`config.mk`:
```
export PLATFORM = sky130hd
export DESIGN_NAME = bd_cell
export DESIGN_NICKNAME = d
export VERILOG_FILES = /design/src/bd_pkg.sv /design/src/bd_cell.sv
export SDC_FILE = /design/constraint.sdc
export NUM_CORES = 1
export LEC_CHECK = 0
export ABC_AREA = 1
export BUFFER_PORTS_ARGS = -buffer_cell sky130_fd_sc_hd__buf_4
export CORE_MARGIN = 3
export CORE_UTILIZATION = 42
export CTS_CLUSTER_DIAMETER = 30
export DETAILED_ROUTE_END_ITERATION = 12
export PLACE_DENSITY = 0.86
export SYNTH_ARGS = -nofsm -noshare
export SYNTH_HDL_FRONTEND = slang
export SYNTH_SLANG_ARGS = --single-unit
```
`constraint.sdc`:
```
create_clock -name clk -period 8.3 [get_ports clk]
set_clock_uncertainty 0.2 [all_clocks]
set_input_delay 0.415 -clock clk [delete_from_list [all_inputs] [get_ports clk]]
set_output_delay 0.415 -clock clk [all_outputs]
set_load 0.005 [all_outputs]
```
`src/bd_pkg.sv`:
```
// Shared types for the bounded deque: request codes, status codes and the
// command word that the controller broadcasts to the row of storage cells.
// No dependencies.
package bd_pkg;

  typedef enum logic [2:0] {
    OP_PUSH_HEAD = 3'd0,
    OP_PUSH_TAIL = 3'd1,
    OP_PEEK_HEAD = 3'd2,
    OP_PEEK_TAIL = 3'd3,
    OP_POP_HEAD  = 3'd4,
    OP_POP_TAIL  = 3'd5,
    OP_CLEAR     = 3'd6
  } op_t;

  typedef enum logic [1:0] {
    ST_OK    = 2'd0,
    ST_FULL  = 2'd1,
    ST_EMPTY = 2'd2
  } status_t;

  typedef enum logic [1:0] {
    CELL_HOLD,
    CELL_SHR,
    CELL_SHL,
    CELL_WR
  } cell_cmd_t;

  typedef struct packed {
    cell_cmd_t          cmd;
    logic signed [31:0] value;
  } cell_ctl_t;

  localparam int unsigned DATA_W = 32;
  localparam int unsigned CNT_W  = 9;
  localparam int unsigned CAP_RESET = 256;

endpackage

```
`src/bd_cell.sv`:
```
// One storage cell of the deque row: holds the entry at a fixed position
// counted from the head and shifts with its neighbors. Depends on bd_pkg.
module bd_cell import bd_pkg::*; #(
  parameter int unsigned IDX   = 0,
  parameter int unsigned POS_W = 9
) (
  input  logic                 clk,
  input  cell_ctl_t            ctl,
  input  logic [POS_W-1:0]     wr_pos,
  input  logic [POS_W-1:0]     tail_pos,
  input  logic [DATA_W-1:0]    left_i,
  input  logic [DATA_W-1:0]    right_i,
  output logic [DATA_W-1:0]    data_o,
  output logic [DATA_W-1:0]    leaf_o
);

  logic [DATA_W-1:0] data_r;

  always_ff @(posedge clk) begin
    case (ctl.cmd)
      CELL_SHR: data_r <= left_i;
      CELL_SHL: data_r <= right_i;
      CELL_WR: begin
        if (wr_pos == POS_W'(IDX)) begin
          data_r <= ctl.value;
        end
      end
      default: data_r <= data_r;
    endcase
  end

  assign data_o = data_r;
  // Only the tail cell contributes to the read-out tree.
  assign leaf_o = (tail_pos == POS_W'(IDX)) ? data_r : '0;

endmodule

```
==> qor.csv <==
metric;value;unit
fmax;381;MHz
Total Neg Setup Slack;0;ns
xor-xnor portion of the synthesized cell area;0;%
post-synth net total;380;
crit-path most repeated cell;sky130_fd_sc_hd__buf_4;
Worst VDD drop;0.0979;mV
simple logic cell fraction of the synthesized area;42.2;%
CTS H-Tree Depth;2;
TritonCTS buffer count;5;
number of buffers on the longest clock path;2;
number of instances in the synthesized netlist;261;
# IOs;181;
CTS clock-pin slew for the worst setup and hold paths;0.06;ns
worst setup path start;tail_pos[3];
post-cts resize count;0;
final antenna diode count;0;
combined buffer and inverter count along the critical path;2;
top post-synthesis cells by count;sky130_fd_sc_hd__nand2_1, sky130_fd_sc_hd__inv_1, sky130_fd_sc_hd__nand3_1;
number of sinks driven by the clock tree;32;
clock tree from TritonCTS;done;
data required time at the worst endpoint;7.69;ns
post-CTS setup repair buffer count;0;
fraction of layout instances using a drive strength above 1;51.6;%
end-of-flow core utilization;73.5;%
total number of nets in the final design;552;
Post-DP Area;3510;µm²
routed via count;2349;
Layout Cell Area excl Fill;3590;µm²
normalized max-slew margin;34.4;%
Slew @ Worst Pin;0.982;ns
Starting Density;44.9;%
signal arrival time at the worst endpoint;2.01;ns
number of buffer cells added on primary ports;180;
share of flip-flops with an asynchronous set or reset after synthesis;0;%
post-synthesis sequential area ratio;43.8;%
overall die area;6130;µm²
Worst setup endpoint;leaf_o[0];
P_leak;1.79;nW
library cells used by synthesis;18;
# fillers;409;
grt total ovfl;0;
top cell type's share of synthesized area;43.8;%
final setup violating endpoints;0;
share of the cycle needed by the critical path after routing;31.6;%
worst hold margin;0.221;ns
Root Driver;sky130_fd_sc_hd__clkbuf_8;
first-pass GRT wire length;10700;µm
power density over the cells;129;nW/µm²
mean instance size in the synthesized netlist;8.40;µm²
minimum clock period;2.63;ns
final critical-path setup slack;5.67;ns
largest family of logic cells by synthesized area;simple AND/OR/NAND/NOR gates;
Post-Place Worst Slack;5.47;ns
initial antenna violation count;0;
top cells by area, synth;sky130_fd_sc_hd__edfxtp_1, sky130_fd_sc_hd__nand2_1, sky130_fd_sc_hd__nor3_2;
status;completed;
post-synthesis instance area;2190;µm²
number of cells on the critical path;5;
detail-routed net length per standard cell;13.8;µm
Critical Path Sink Type;primary output;
most common flop cell mapped by yosys;sky130_fd_sc_hd__edfxtp_1;
maximum fanout count along the critical path;32;
post-synthesis compound-gate area fraction;0.228;%
pin count of the biggest net entering global routing;33;
cell chain of the critical path;buf_4, nor2_1, nand3_2, nor3_1, buf_4;
worst min-delay path class;primary input to register;
register bit count reported by yosys;32;
post-detailed-route DRC marker count;0;
adder and majority cell fraction of the synthesized area;1.14;%
growth of design area from synthesis to finish;63.6;%
unrepaired setup endpoints after global routing;no;
total global routing track utilization;22.2;%
EDFF count, synth;32;
Critical Path Start Type;primary input;
hpwl dp;5550;µm
Vert. Die Dim;78.3;µm
CP max stage delay;0.77;ns
number of flip-flops under the largest register name;32;
Synth warnings;0;
final routed wirelength across all metal layers;6900;µm
RD Place Congestion;0.815;
width of the die;78.3;µm
number of antenna-violating nets in the routed design;0;
slowest stage cell on the critical path;sky130_fd_sc_hd__nand3_2;
share of synthesized area spent on multiplexers;0;%
area leader, netlist;sky130_fd_sc_hd__edfxtp_1;
first-iteration detailed-routing DRC count;117;
CP Class;primary input to primary output;
CP delay by family, top;simple AND/OR/NAND/NOR gates;
Via-to-Cell Ratio;4.69;
# hold bufs at CTS;0;
Std-Cell Rows;25;
Max Cap Viol;0;
via count of the first global-routing pass;2309;
most frequently used cell type in the post-synthesis netlist;sky130_fd_sc_hd__nand2_1;
number of pins with negative max-slew slack in the final report;0;
Core Area;4880;µm²
Pre-Repair DR Iteration Count;4;
number of endpoints with negative hold slack in the final report;0;
-- placed cells by master, fill, tap and decap left out --
| cell | n |
|---|---|
| sky130_fd_sc_hd__edfxtp_1 | 32 |
| sky130_fd_sc_hd__nand2_2 | 1 |
| sky130_fd_sc_hd__buf_4 | 182 |
| sky130_fd_sc_hd__nor3_4 | 1 |
| sky130_fd_sc_hd__clkbuf_8 | 5 |
| sky130_fd_sc_hd__nor3_1 | 2 |
| sky130_fd_sc_hd__or2_2 | 1 |
| sky130_fd_sc_hd__nand3_2 | 1 |
| sky130_fd_sc_hd__nor3_2 | 29 |
| sky130_fd_sc_hd__inv_1 | 35 |
| sky130_fd_sc_hd__ha_1 | 2 |
| sky130_fd_sc_hd__clkinv_1 | 1 |
| sky130_fd_sc_hd__clkbuf_1 | 2 |
| sky130_fd_sc_hd__o21ai_4 | 1 |
| sky130_fd_sc_hd__nand3_1 | 34 |
| sky130_fd_sc_hd__nand2_1 | 96 |
| sky130_fd_sc_hd__nor2_1 | 6 |
| sky130_fd_sc_hd__nor2_8 | 1 |
| sky130_fd_sc_hd__nor2_2 | 2 |
-- metal layers --
metal	wire length, µm	up-vias	GRT usage (%)
li1	-	1177	-
met1	2380	1043	22.7
met2	3690	114	41.4
met3	668	15	7.91
met4	160	0	7.69
met5	0	-	0
-- report_power, final --
part / internal [W] / switching [W] / total, W
Sequential: 0.000208 / 0.0000123 / 0.000220
Combinational: 0.0000749 / 0.0000598 / 0.000135
Clock: 0.0000583 / 0.0000508 / 0.000109
-- final cells by class --
type / count / area, µm² / share of cell area [%]
Inverter: 35 / 131 / 3.66
Multi-Input combinational cell: 177 / 966 / 26.9
Tap cell: 67 / 83.8 / 2.34
Timing Repair Buffer: 182 / 1370 / 38.1
Sequential cell: 32 / 961 / 26.8
Clock buffer: 7 / 76.3 / 2.13
Clock inverter: 1 / 3.75 / 0.105
-- logic make-up after synthesis --
group | after synthesis
buf+inv | 52
flops | 32
fa+ha+maj | 2
compound gates | 1
simple gates | 174
-- worst min path at each step --
stage                    start              endpoint  slack (ns)  depth (start not counted)
finish              left_i[13]  data_o[13]$_DFFE_PP_        0.22                          3
global route        left_i[11]  data_o[11]$_DFFE_PP_        0.22                          3
global placement    left_i[13]  data_o[13]$_DFFE_PP_        0.49                          3
CTS                 left_i[13]  data_o[13]$_DFFE_PP_        0.21                          3
floorplan            left_i[0]   data_o[0]$_DFFE_PP_        0.40                          2
detailed placement  left_i[13]  data_o[13]$_DFFE_PP_        0.49                          3
-- metrics by stage --
stage / cells / total power, W
finish: 501 / 0.000464
global route: 501 / 0.000491
CTS: 501 / 0.000468
detailed placement: 493 / 0.000360
global placement: 493 / 0.000355
floorplan: 261 / 0.000274
Note: power is estimated with default switching activity, not from simulation.
